--- config.mk ---
export PLATFORM = sky130hd
export DESIGN_NAME = gateway_discovery_table
export DESIGN_NICKNAME = d
export VERILOG_FILES = /design/src/rtl/core/gdt_pkg.sv /design/src/rtl/core/gateway_discovery_table.sv /design/src/rtl/core/gdt_ram.sv /design/src/rtl/core/gdt_entry_unit.sv
export VERILOG_INCLUDE_DIRS = /design/src /design/src/rtl/core
export SDC_FILE = /design/constraint.sdc
export NUM_CORES = 2
export LEC_CHECK = 0
export BUFFER_PORTS_ARGS = -buffer_cell sky130_fd_sc_hd__buf_2
export CORE_MARGIN = 4
export CORE_UTILIZATION = 50
export CTS_BUF_LIST = sky130_fd_sc_hd__clkbuf_8
export DETAILED_ROUTE_END_ITERATION = 8
export PLACE_DENSITY_LB_ADDON = 0.12
export SLEW_MARGIN = 20
export SYNTH_ARGS = -nofsm -noshare
export SYNTH_HDL_FRONTEND = slang
export SYNTH_HIERARCHICAL = 1
export SYNTH_SLANG_ARGS = --single-unit
export TNS_END_PERCENT = 1
--- constraint.sdc ---
create_clock -name clk -period 47.4 [get_ports clk]
set_input_delay 7.11 -clock clk [delete_from_list [all_inputs] [get_ports clk]]
set_output_delay 7.11 -clock clk [all_outputs]
set_load 0.005 [all_outputs]
--- src/rtl/core/gateway_discovery_table_defines.svh ---
// Assertion macros shared by the gateway discovery table RTL.
// Depends on nothing; included by the files that carry assertions.
`ifndef GATEWAY_DISCOVERY_TABLE_DEFINES_SVH
`define GATEWAY_DISCOVERY_TABLE_DEFINES_SVH

// Same-cycle implication, checked outside reset.
`define GDT_ASSERT_IMPLY(label, clk_s, rst_s, ante, cons) \
  label: assert property (@(posedge clk_s) disable iff (rst_s) (ante) |-> (cons)) \
    else $error("gateway discovery table: same-cycle check failed");

// Next-cycle implication, checked outside reset.
`define GDT_ASSERT_NEXT(label, clk_s, rst_s, ante, cons) \
  label: assert property (@(posedge clk_s) disable iff (rst_s) (ante) |=> (cons)) \
    else $error("gateway discovery table: next-cycle check failed");

`endif

--- src/rtl/core/gdt_pkg.sv ---
// Types and constants of the gateway discovery table.
// Used by gdt_entry_unit and gateway_discovery_table; depends on nothing.
`default_nettype none

package gdt_pkg;

  localparam int MAC_W       = 48;
  localparam int IP_W        = 32;
  localparam int TTL_W       = 8;
  localparam int KIND_W      = 2;
  localparam int STATUS_W    = 4;
  localparam int INDEX_W     = 4;
  localparam int PHASE_W     = 2;
  localparam int EXPIRED_W   = 5;
  localparam int CFG_INDEX_W = 2;

  // Item kinds.
  localparam logic [KIND_W-1:0] KIND_TICK   = 2'd0;
  localparam logic [KIND_W-1:0] KIND_CLIENT = 2'd1;
  localparam logic [KIND_W-1:0] KIND_SERVER = 2'd2;

  // Result status codes.
  localparam logic [STATUS_W-1:0] STATUS_IGNORED   = 4'd0;
  localparam logic [STATUS_W-1:0] STATUS_CREATED   = 4'd1;
  localparam logic [STATUS_W-1:0] STATUS_EXISTS    = 4'd2;
  localparam logic [STATUS_W-1:0] STATUS_COMMITTED = 4'd3;
  localparam logic [STATUS_W-1:0] STATUS_MISMATCH  = 4'd4;
  localparam logic [STATUS_W-1:0] STATUS_UNKNOWN   = 4'd5;
  localparam logic [STATUS_W-1:0] STATUS_ALREADY   = 4'd6;
  localparam logic [STATUS_W-1:0] STATUS_FULL      = 4'd7;
  localparam logic [STATUS_W-1:0] STATUS_TICK_DONE = 4'd8;

  // Entry phases.
  localparam logic [PHASE_W-1:0] PHASE_PRETENDER = 2'd0;
  localparam logic [PHASE_W-1:0] PHASE_COMMITTED = 2'd1;
  localparam logic [PHASE_W-1:0] PHASE_RECHECK   = 2'd2;

  // Configuration register indexes and reset values.
  localparam logic [CFG_INDEX_W-1:0] CFG_TTL_INITIAL = 2'd0;
  localparam logic [CFG_INDEX_W-1:0] CFG_TTL_RECHECK = 2'd1;
  localparam logic [TTL_W-1:0] TTL_INITIAL_RESET = 8'd60;
  localparam logic [TTL_W-1:0] TTL_RECHECK_RESET = 8'd10;

  typedef struct packed {
    logic [KIND_W-1:0] kind;
    logic              discovery_enabled;
    logic [MAC_W-1:0]  dest_mac;
    logic [MAC_W-1:0]  src_mac;
    logic [IP_W-1:0]   ip_address;
  } item_t;

  typedef struct packed {
    logic [STATUS_W-1:0]  status;
    logic [INDEX_W-1:0]   entry_index;
    logic [PHASE_W-1:0]   entry_phase;
    logic [EXPIRED_W-1:0] expired_count;
  } result_t;

  // One table row as held in the entry memory.
  typedef struct packed {
    logic [MAC_W-1:0]   gateway_mac;
    logic [MAC_W-1:0]   client_mac;
    logic [IP_W-1:0]    client_ip;
    logic [PHASE_W-1:0] phase;
    logic [TTL_W-1:0]   ttl;
  } entry_t;

  // Compare and ageing results of the entry unit for one row.
  typedef struct packed {
    logic               key_hit;
    logic               client_ok;
    logic [TTL_W-1:0]   aged_ttl;
    logic [PHASE_W-1:0] aged_phase;
    logic               expires;
  } unit_res_t;

  typedef enum logic [1:0] {
    ST_IDLE,
    ST_SCAN,
    ST_WRITE
  } state_t;

endpackage

`default_nettype wire

--- src/rtl/core/gateway_discovery_table.sv ---
// Gateway discovery table. Every tick and every enabled client or server
// packet sweeps the ENTRIES rows of the entry memory, one row per cycle
// through the one read port, in a single compare and ageing unit. A tick
// writes back each live row with its aged TTL and phase; a packet then
// decides and writes back at most one row. An ignored packet skips the sweep.
// Only one item is in work at a time: item_stall is low only while the block
// is idle. Row valid bits are flip-flops cleared by reset, so no clearing
// pass is needed after reset. Configuration writes are taken while the block
// is idle.
`default_nettype none
`include "gateway_discovery_table_defines.svh"

module gateway_discovery_table #(
  parameter int ENTRIES = 16
) (
  input  wire logic                              clk,
  input  wire logic                              rst,
  // Item channel.
  input  wire logic                              item_valid,
  output logic                                   item_stall,
  input  wire gdt_pkg::item_t                    item,
  // Result channel.
  output logic                                   result_valid,
  input  wire logic                              result_stall,
  output gdt_pkg::result_t                       result,
  // Configuration write channel.
  input  wire logic                              cfg_valid,
  output logic                                   cfg_ready,
  input  wire logic [gdt_pkg::CFG_INDEX_W-1:0]   cfg_index,
  input  wire logic [gdt_pkg::TTL_W-1:0]         cfg_data
);

  localparam int IDX_W   = (ENTRIES > 1) ? $clog2(ENTRIES) : 1;
  localparam int CNT_W   = $clog2(ENTRIES + 1);
  localparam int ENTRY_W = $bits(gdt_pkg::entry_t);
  localparam logic [CNT_W-1:0] LAST = CNT_W'(ENTRIES);

  gdt_pkg::state_t state, state_next;

  logic [gdt_pkg::TTL_W-1:0] ttl_initial;
  logic [gdt_pkg::TTL_W-1:0] ttl_recheck;
  logic [ENTRIES-1:0]        entry_valid;
  gdt_pkg::item_t            item_reg;

  logic [CNT_W-1:0] cnt;
  logic             pend;
  logic [IDX_W-1:0] pend_idx;
  logic             pend_live;
  logic             found;
  logic [IDX_W-1:0] hit_idx;
  gdt_pkg::entry_t  hit_entry;
  logic             hit_ok;
  logic             free_found;
  logic [IDX_W-1:0] free_idx;
  logic [CNT_W-1:0] expired;

  logic             accept;
  logic             skip;
  logic             issuing;
  logic [IDX_W-1:0] issue_idx;
  logic             is_tick;
  logic             is_client;
  logic             is_server;
  logic             age_row;
  logic             out_free;
  logic             fire;
  logic             do_create;
  logic             do_commit;
  logic [IDX_W-1:0] res_idx;
  logic [IDX_W+3:0] idx_ext;
  logic [CNT_W+4:0] exp_ext;
  gdt_pkg::result_t res_next;

  logic             ram_we;
  logic [IDX_W-1:0] ram_waddr;
  gdt_pkg::entry_t  ram_wdata;
  gdt_pkg::entry_t  ram_rdata;
  gdt_pkg::unit_res_t ures;

  // Item decode.
  assign is_tick   = (item_reg.kind == gdt_pkg::KIND_TICK);
  assign is_client = (item_reg.kind == gdt_pkg::KIND_CLIENT) && item_reg.discovery_enabled;
  assign is_server = (item_reg.kind == gdt_pkg::KIND_SERVER) && item_reg.discovery_enabled;
  assign skip      = !((item.kind == gdt_pkg::KIND_TICK) ||
                       (((item.kind == gdt_pkg::KIND_CLIENT) ||
                         (item.kind == gdt_pkg::KIND_SERVER)) && item.discovery_enabled));

  // Handshakes; nothing is taken while reset is held.
  assign item_stall = rst || (state != gdt_pkg::ST_IDLE);
  assign accept     = item_valid && !item_stall;
  assign cfg_ready  = !rst && (state == gdt_pkg::ST_IDLE);
  assign out_free   = !result_valid || !result_stall;
  assign fire       = (state == gdt_pkg::ST_WRITE) && out_free;

  // Row sweep: one read issued per cycle, its data checked in the next cycle.
  assign issuing   = (state == gdt_pkg::ST_SCAN) && (cnt != LAST);
  assign issue_idx = cnt[IDX_W-1:0];
  assign age_row   = (state == gdt_pkg::ST_SCAN) && pend && pend_live && is_tick;

  gdt_ram #(
    .WIDTH (ENTRY_W),
    .DEPTH (ENTRIES)
  ) u_ram (
    .clk   (clk),
    .we    (ram_we),
    .waddr (ram_waddr),
    .wdata (ram_wdata),
    .re    (issuing),
    .raddr (issue_idx),
    .rdata (ram_rdata)
  );

  gdt_entry_unit u_unit (
    .entry       (ram_rdata),
    .item        (item_reg),
    .ttl_recheck (ttl_recheck),
    .res         (ures)
  );

  // State register.
  always_ff @(posedge clk) begin
    if (rst) begin
      state <= gdt_pkg::ST_IDLE;
    end else begin
      state <= state_next;
    end
  end

  // Next state.
  always_comb begin
    state_next = state;
    case (state)
      gdt_pkg::ST_IDLE: begin
        if (accept) begin
          state_next = skip ? gdt_pkg::ST_WRITE : gdt_pkg::ST_SCAN;
        end
      end
      gdt_pkg::ST_SCAN: begin
        if (cnt == LAST) begin
          state_next = gdt_pkg::ST_WRITE;
        end
      end
      gdt_pkg::ST_WRITE: begin
        if (out_free) begin
          state_next = gdt_pkg::ST_IDLE;
        end
      end
      default: begin
        state_next = gdt_pkg::ST_IDLE;
      end
    endcase
  end

  // Decision for the finished sweep.
  always_comb begin
    res_next  = '0;
    res_idx   = '0;
    do_create = 1'b0;
    do_commit = 1'b0;
    res_next.status = gdt_pkg::STATUS_IGNORED;
    if (is_tick) begin
      res_next.status = gdt_pkg::STATUS_TICK_DONE;
    end else if (is_client) begin
      if (found) begin
        res_next.status      = gdt_pkg::STATUS_EXISTS;
        res_idx              = hit_idx;
        res_next.entry_phase = hit_entry.phase;
      end else if (free_found) begin
        res_next.status      = gdt_pkg::STATUS_CREATED;
        res_idx              = free_idx;
        res_next.entry_phase = gdt_pkg::PHASE_PRETENDER;
        do_create            = 1'b1;
      end else begin
        res_next.status = gdt_pkg::STATUS_FULL;
      end
    end else if (is_server) begin
      if (!found) begin
        res_next.status = gdt_pkg::STATUS_UNKNOWN;
      end else begin
        res_idx = hit_idx;
        if ((hit_entry.phase == gdt_pkg::PHASE_PRETENDER) ||
            (hit_entry.phase == gdt_pkg::PHASE_RECHECK)) begin
          if (hit_ok) begin
            res_next.status      = gdt_pkg::STATUS_COMMITTED;
            res_next.entry_phase = gdt_pkg::PHASE_COMMITTED;
            do_commit            = 1'b1;
          end else begin
            res_next.status      = gdt_pkg::STATUS_MISMATCH;
            res_next.entry_phase = hit_entry.phase;
          end
        end else begin
          res_next.status      = gdt_pkg::STATUS_ALREADY;
          res_next.entry_phase = hit_entry.phase;
        end
      end
    end
    idx_ext = {4'b0, res_idx};
    exp_ext = {5'b0, expired};
    res_next.entry_index   = idx_ext[3:0];
    res_next.expired_count = is_tick ? exp_ext[4:0] : '0;
  end

  // Memory write: aged row during a tick sweep, new or committed row after.
  always_comb begin
    ram_we    = 1'b0;
    ram_waddr = pend_idx;
    ram_wdata = ram_rdata;
    if (age_row) begin
      ram_we               = 1'b1;
      ram_wdata.phase      = ures.aged_phase;
      ram_wdata.ttl        = ures.aged_ttl;
    end else if (fire && do_create) begin
      ram_we                = 1'b1;
      ram_waddr             = free_idx;
      ram_wdata.gateway_mac = item_reg.dest_mac;
      ram_wdata.client_mac  = item_reg.src_mac;
      ram_wdata.client_ip   = item_reg.ip_address;
      ram_wdata.phase       = gdt_pkg::PHASE_PRETENDER;
      ram_wdata.ttl         = ttl_initial;
    end else if (fire && do_commit) begin
      ram_we          = 1'b1;
      ram_waddr       = hit_idx;
      ram_wdata       = hit_entry;
      ram_wdata.phase = gdt_pkg::PHASE_COMMITTED;
      ram_wdata.ttl   = ttl_initial;
    end
  end

  // Configuration registers.
  always_ff @(posedge clk) begin
    if (rst) begin
      ttl_initial <= gdt_pkg::TTL_INITIAL_RESET;
      ttl_recheck <= gdt_pkg::TTL_RECHECK_RESET;
    end else if (cfg_valid && cfg_ready) begin
      case (cfg_index)
        gdt_pkg::CFG_TTL_INITIAL: ttl_initial <= cfg_data;
        gdt_pkg::CFG_TTL_RECHECK: ttl_recheck <= cfg_data;
        default: ;
      endcase
    end
  end

  // Row valid bits: set on creation, cleared when a tick expires the row.
  always_ff @(posedge clk) begin
    if (rst) begin
      entry_valid <= '0;
    end else if (age_row && ures.expires) begin
      entry_valid[pend_idx] <= 1'b0;
    end else if (fire && do_create) begin
      entry_valid[free_idx] <= 1'b1;
    end
  end

  // Sweep control.
  always_ff @(posedge clk) begin
    if (rst) begin
      cnt        <= '0;
      pend       <= 1'b0;
      found      <= 1'b0;
      free_found <= 1'b0;
      expired    <= '0;
    end else if (accept) begin
      cnt        <= '0;
      pend       <= 1'b0;
      found      <= 1'b0;
      free_found <= 1'b0;
      expired    <= '0;
    end else if (state == gdt_pkg::ST_SCAN) begin
      pend <= issuing;
      if (issuing) begin
        cnt <= cnt + 1'b1;
      end
      if (issuing && !entry_valid[issue_idx] && !free_found) begin
        free_found <= 1'b1;
      end
      if (pend && pend_live && !is_tick && ures.key_hit && !found) begin
        found <= 1'b1;
      end
      if (age_row && ures.expires) begin
        expired <= expired + 1'b1;
      end
    end
  end

  // Sweep payload: item copy, pending row and captured hit.
  always_ff @(posedge clk) begin
    if (accept) begin
      item_reg <= item;
    end
    if (issuing) begin
      pend_idx  <= issue_idx;
      pend_live <= entry_valid[issue_idx];
      if (!entry_valid[issue_idx] && !free_found) begin
        free_idx <= issue_idx;
      end
    end
    if ((state == gdt_pkg::ST_SCAN) && pend && pend_live && !is_tick &&
        ures.key_hit && !found) begin
      hit_idx   <= pend_idx;
      hit_entry <= ram_rdata;
      hit_ok    <= ures.client_ok;
    end
  end

  // Result register.
  always_ff @(posedge clk) begin
    if (rst) begin
      result_valid <= 1'b0;
    end else if (fire) begin
      result_valid <= 1'b1;
    end else if (!result_stall) begin
      result_valid <= 1'b0;
    end
  end

  always_ff @(posedge clk) begin
    if (fire) begin
      result <= res_next;
    end
  end

  // Checks on the sequencer.
  `GDT_ASSERT_NEXT(a_accept_leaves_idle, clk, rst, accept, state != gdt_pkg::ST_IDLE)
  `GDT_ASSERT_IMPLY(a_ram_write_busy, clk, rst, ram_we, state != gdt_pkg::ST_IDLE)
  `GDT_ASSERT_IMPLY(a_expired_bounded, clk, rst, state == gdt_pkg::ST_WRITE, expired <= LAST)
  `GDT_ASSERT_NEXT(a_result_from_write, clk, rst, !result_valid && (state != gdt_pkg::ST_WRITE), !result_valid)

endmodule

`default_nettype wire

--- src/rtl/core/gdt_ram.sv ---
// Generic single-write, single-read RAM with registered read data.
// Depends on nothing.
`default_nettype none

module gdt_ram #(
  parameter int WIDTH = 8,
  parameter int DEPTH = 16
) (
  input  wire logic                                  clk,
  input  wire logic                                  we,
  input  wire logic [((DEPTH > 1) ? $clog2(DEPTH) : 1)-1:0] waddr,
  input  wire logic [WIDTH-1:0]                      wdata,
  input  wire logic                                  re,
  input  wire logic [((DEPTH > 1) ? $clog2(DEPTH) : 1)-1:0] raddr,
  output logic      [WIDTH-1:0]                      rdata
);

  logic [WIDTH-1:0] mem [DEPTH];

  // Write port and registered read port.
  always_ff @(posedge clk) begin
    if (we) begin
      mem[waddr] <= wdata;
    end
    if (re) begin
      rdata <= mem[raddr];
    end
  end

endmodule

`default_nettype wire

--- src/rtl/core/gdt_entry_unit.sv ---
// Shared compare and ageing unit: checks one table row against the current
// item and works out its aged TTL and phase. Depends on gdt_pkg.
`default_nettype none

module gdt_entry_unit (
  input  wire gdt_pkg::entry_t            entry,
  input  wire gdt_pkg::item_t             item,
  input  wire logic [gdt_pkg::TTL_W-1:0]  ttl_recheck,
  output gdt_pkg::unit_res_t              res
);

  logic [gdt_pkg::MAC_W-1:0] key;
  logic [gdt_pkg::TTL_W-1:0] aged;

  // Client packets look up the destination, server packets the source.
  assign key = (item.kind == gdt_pkg::KIND_CLIENT) ? item.dest_mac : item.src_mac;

  // A TTL saturates at zero.
  assign aged = (entry.ttl == '0) ? '0 : entry.ttl - 1'b1;

  always_comb begin
    res.key_hit    = (entry.gateway_mac == key);
    res.client_ok  = (entry.client_ip == item.ip_address) &&
                     (entry.client_mac == item.dest_mac);
    res.aged_ttl   = aged;
    res.aged_phase = (aged <= ttl_recheck) ? gdt_pkg::PHASE_RECHECK : entry.phase;
    res.expires    = (aged == '0);
  end

endmodule

`default_nettype wire

==> tab_implementation.tex <==
\begin{tabular}{lr}
\hline
Metric & Value \\
\hline
\multicolumn{2}{l}{\textbf{Run status}} \\
\quad Outcome & finished, final reports clean \\
\multicolumn{2}{l}{\textbf{STA}} \\
\quad Setup repair after global routing missed its margin & false \\
\quad Shortest clock period the worst path allows after layout & between 15 and 20 ns \\
\quad Max Clock Freq & 0.0663 GHz \\
\quad Summed negative setup slack over all endpoints & 0 ns \\
\quad Part of the cycle the worst path needs & 31.8\% \\
\quad Max-slew violation count & 0 \\
\quad Total of endpoints with negative setup slack in the final report & 0 \\
\quad Transition at the pin with the smallest max-transition slack & approximately 1.2 ns \\
\quad Hold violation count in the final report & 0 \\
\quad Clock Skews & 0.107 ns \\
\quad Max-Slew Margin vs Limit & 21.0\% \\
\multicolumn{2}{l}{\textbf{Synthesis}} \\
\quad Area share of the largest cell type after synthesis & 76.6\% \\
\quad Count of unique library cells instantiated by Yosys & 80 \\
\quad Number of warning messages in the yosys log & 6 \\
\quad Flip-flop cell with the highest count after synthesis & sky130\_fd\_sc\_hd\_\_edfxtp\_1 \\
\quad Count of state elements after synthesis & 2,684 \\
\quad Cell taking the most area after synthesis & sky130\_fd\_sc\_hd\_\_edfxtp\_1 \\
\quad Leading post-synthesis cells by cell area & sky130\_fd\_sc\_hd\_\_edfxtp\_1, sky130\_fd\_sc\_hd\_\_mux4\_2, sky130\_fd\_sc\_hd\_\_a22oi\_1 \\
\quad Net Count, Synth & just over 5,000 \\
\quad Synth async-reset ratio & 0\% \\
\quad Synthesized instance count & 5,009 \\
\quad Average instance area after synthesis & 20.6 um\^{}2 \\
\quad Register area share after synthesis & 77.6\% \\
\quad Area of the mapped netlist & 103,000 um\^{}2 \\
\quad Number of flops mapped to enable cells by yosys & 2,636 \\
\multicolumn{2}{l}{\textbf{Clocking}} \\
\quad Clock Sinks & 2,684 \\
\quad Cts repair resizes & 0 \\
\quad TritonCTS clock tree & yes \\
\quad Clock-pin slew of the registers on the worst-case setup and hold paths & around 0.060 ns \\
\quad Post-CTS repair timing setup buffer count & 0 \\
\quad Number of hold-repair buffers added at the cts stage & 0 \\
\quad Clock buffer count from CTS & 445 \\
\quad Clk\_lat worst skew & 1.11 ns \\
\quad Maximum buffer depth of the clock tree & 4 \\
\quad Clock Root Buffer & sky130\_fd\_sc\_hd\_\_clkbuf\_8 \\
\quad Maximum level of the CTS H-tree & 5 \\
\multicolumn{2}{l}{\textbf{Placement}} \\
\quad Placed cells & 7,695 \\
\quad HPWL Detailed & between 150 and 200 mm \\
\quad Total of buffers placed on input and output ports & 163 \\
\quad Routability congestion estimate & 0.807 \\
\multicolumn{2}{l}{\textbf{Drt}} \\
\quad Routed via count divided by cell count & 6.35 \\
\quad Number of optimization iterations in the first detailed-route pass & 6 \\
\quad Total detailed-routing wirelength & 283 mm \\
\quad Number of design-rule violations left by the first detailed-router iteration & 5,845 \\
\quad Vias after detailed routing & 53,921 \\
\quad DRC violation count after routing & 0 \\
\quad WL/cell & approximately 33 um \\
\quad Antenna Nets Post-Route & 0 \\
\multicolumn{2}{l}{\textbf{GRT}} \\
\quad Global routing usage summed across all routing layers & 26.1\% \\
\quad Wire length of the first global-routing pass & 399 mm \\
\quad Maximum number of pins on one net before global-route repair & between 100 and 150 \\
\quad Number of antenna violations at the first check in global routing & 7 \\
\quad Gr ovfl total & 0 \\
\quad Via count of the first global-routing pass & 53,606 \\
\multicolumn{2}{l}{\textbf{Setup path}} \\
\quad Cells along the critical path & buf\_2 > nor3\_1 > inv\_1 > buf\_2 \\
\quad Worst EP arrival & 7.98 ns \\
\quad Critical path's largest stage delay & about 0.42 ns \\
\quad Required time of the critical path & 40.29 ns \\
\quad Endpoint class of the critical path & primary output \\
\quad CP Launch Type & primary input \\
\quad Number of cells traversed by the worst register-to-register path & 9 \\
\quad Category of the most critical setup path & primary input to primary output \\
\quad Worst path slowest cell & sky130\_fd\_sc\_hd\_\_nor3\_1 \\
\quad Maximum fanout along the worst path & 18 \\
\quad Cell with the most instances on the worst path & sky130\_fd\_sc\_hd\_\_buf\_2 \\
\multicolumn{2}{l}{\textbf{Pwr}} \\
\quad Power density of the placed cells & 40.7 nW/um\^{}2 \\
\quad Power, Total & 0.00468 W \\
\quad Leakage dissipation & 36.2 nW \\
\quad Largest vdd supply drop & 0.0000313 V \\
\multicolumn{2}{l}{\textbf{Floorplanning}} \\
\quad Area enclosed by the die boundary & 214,000 um\^{}2 \\
\quad Top Ports & roughly 160 \\
\quad Initial Utilization & 50.4\% \\
\quad Die height & 462 um \\
\quad Die width & 462 um \\
\quad CORE AREA & 205,000 um\^{}2 \\
\quad Site Rows & between 150 and 200 \\
\multicolumn{2}{l}{\textbf{Finish}} \\
\quad Nets & 5,614 \\
\quad Synthesis-to-layout area growth & 11.5\% \\
\quad Max FFs per register & 2,208 \\
\quad Share of post-route cells with drive strength above 1 & around 25\% \\
\quad Final standard cell count with taps included and fillers excluded & 8,488 \\
\multicolumn{2}{l}{\textbf{Run}} \\
\quad Max-cap viol count & 0 \\
\multicolumn{2}{l}{\textbf{Hold path}} \\
\quad Min-delay worst type & register to register \\
\quad Hold Path Cell Cnt & 0 \\
\hline
\end{tabular}
==> layout by cell type, fill, tap and decap left out, drive strengths merged, types with 5 or more instances in the layout <==
cell type	n
nor4	24
dfxtp	48
o221ai	19
nand2b	29
nor3	146
a22o	5
xor2	54
and2	13
nor2b	43
a22oi	246
diode	6
bufinv	11
o311ai	13
o21a	6
a2111oi	6
a221o	8
buf	266
mux4	528
o21ai	38
a221oi	19
o22ai	151
clkinv	190
nand2	151
clkbuf	454
inv	192
a21oi	25
and3	11
ha	14
nor2	179
nand3	9
mux2	54
nand4	24
o22a	7
xnor2	65
mux2i	55
edfxtp	2636
==> power breakdown <==
part           leakage (nW)  internal (W)  switching, W
Combinational          7.46     0.0000713      0.000106
Clock                  4.56      0.000945      0.000901
Sequential             24.1       0.00263     0.0000320
Total                  36.2       0.00364       0.00104
==> final timing paths <==
kind,from,endpoint,slack [ns]
hold / removal,u_ram/rdata[75],hit_entry[75],0.47
setup / recovery,rst,item_stall,32.31
setup reg to reg,hit_ok,u_ram/mem[7][115],40.38
hold reg to reg,u_ram/rdata[75],hit_entry[75],0.47
==> metrics by stage <==
| stage | hold slack (ns) | utilization [%] | worst slack [ns] | cell area (um^2) |
|---|---|---|---|---|
| floorplan | 0.440 | - | 28.75 | 103000 |
| global placement | 0.456 | 52.3 | 32.31 | 107000 |
| detailed placement | 0.467 | 52.3 | 32.29 | 107000 |
| CTS | 0.463 | 56.2 | 32.28 | 115000 |
| global route | 0.485 | 56.2 | 32.17 | 115000 |
| finish | 0.472 | 56.2 | 32.31 | 115000 |
==> critical path, delay by kind of cell <==
kind                   cells  cell delay (ns)
buffers and inverters      3             0.45
and+or+nand+nor            1             0.42
==> synth_stat cells (24+ instances only) <==
| library cell | instances |
|---|---|
| sky130_fd_sc_hd__edfxtp_1 | 2636 |
| sky130_fd_sc_hd__mux4_2 | 528 |
| sky130_fd_sc_hd__a22oi_1 | 246 |
| sky130_fd_sc_hd__nor2_1 | 178 |
| sky130_fd_sc_hd__nand2_1 | 151 |
| sky130_fd_sc_hd__o22ai_1 | 151 |
| sky130_fd_sc_hd__nor3_1 | 144 |
| sky130_fd_sc_hd__buf_2 | 118 |
| sky130_fd_sc_hd__clkbuf_1 | 90 |
| sky130_fd_sc_hd__xnor2_1 | 65 |
| sky130_fd_sc_hd__inv_1 | 63 |
| sky130_fd_sc_hd__mux2i_1 | 55 |
| sky130_fd_sc_hd__mux2_2 | 54 |
| sky130_fd_sc_hd__xor2_1 | 54 |
| sky130_fd_sc_hd__dfxtp_1 | 48 |
| sky130_fd_sc_hd__nor2b_1 | 42 |
| sky130_fd_sc_hd__buf_4 | 38 |
| sky130_fd_sc_hd__nand2b_1 | 29 |
| sky130_fd_sc_hd__a21oi_1 | 25 |
| sky130_fd_sc_hd__o21ai_0 | 24 |
==> final cells by class <==
type | instances | area (um^2)
Multi-Input combinational cell | 1993 | 21700
Clock buffer | 454 | 6250
Sequential cell | 2684 | 80100
Inverter | 64 | 248
Timing Repair Buffer | 266 | 1740
Tap cell | 2688 | 3360
Clock inverter | 333 | 1670
Antenna cell | 6 | 15.0
Fill cell | 15499 | 89900
==> logic make-up (layout without fill, tap and decap cells) <==
| group | Yosys count | in the layout | share of synthesized area (%) |
|---|---|---|---|
| other cells | 0 | 6 | 0 |
| xor+xnor | 119 | 119 | 1.01 |
| flops | 2684 | 2684 | 77.6 |
| fa+ha+maj | 14 | 14 | 0.170 |
| mux | 637 | 637 | 12.6 |
| buf+inv | 332 | 1117 | 1.57 |
| compound gates | 563 | 563 | 3.90 |
| simple gates | 660 | 660 | 3.13 |
==> layer usage <==
metal | wire length [um] | vias up | global-route usage (%)
met5 | 40 | - | 0
met3 | 23600 | 499 | 5.19
met2 | 134000 | 2520 | 40.7
met4 | 9020 | 6 | 8.43
met1 | 117000 | 29042 | 37.6
li1 | - | 21854 | -
No activity file was read; power rests on OpenSTA's default activity.
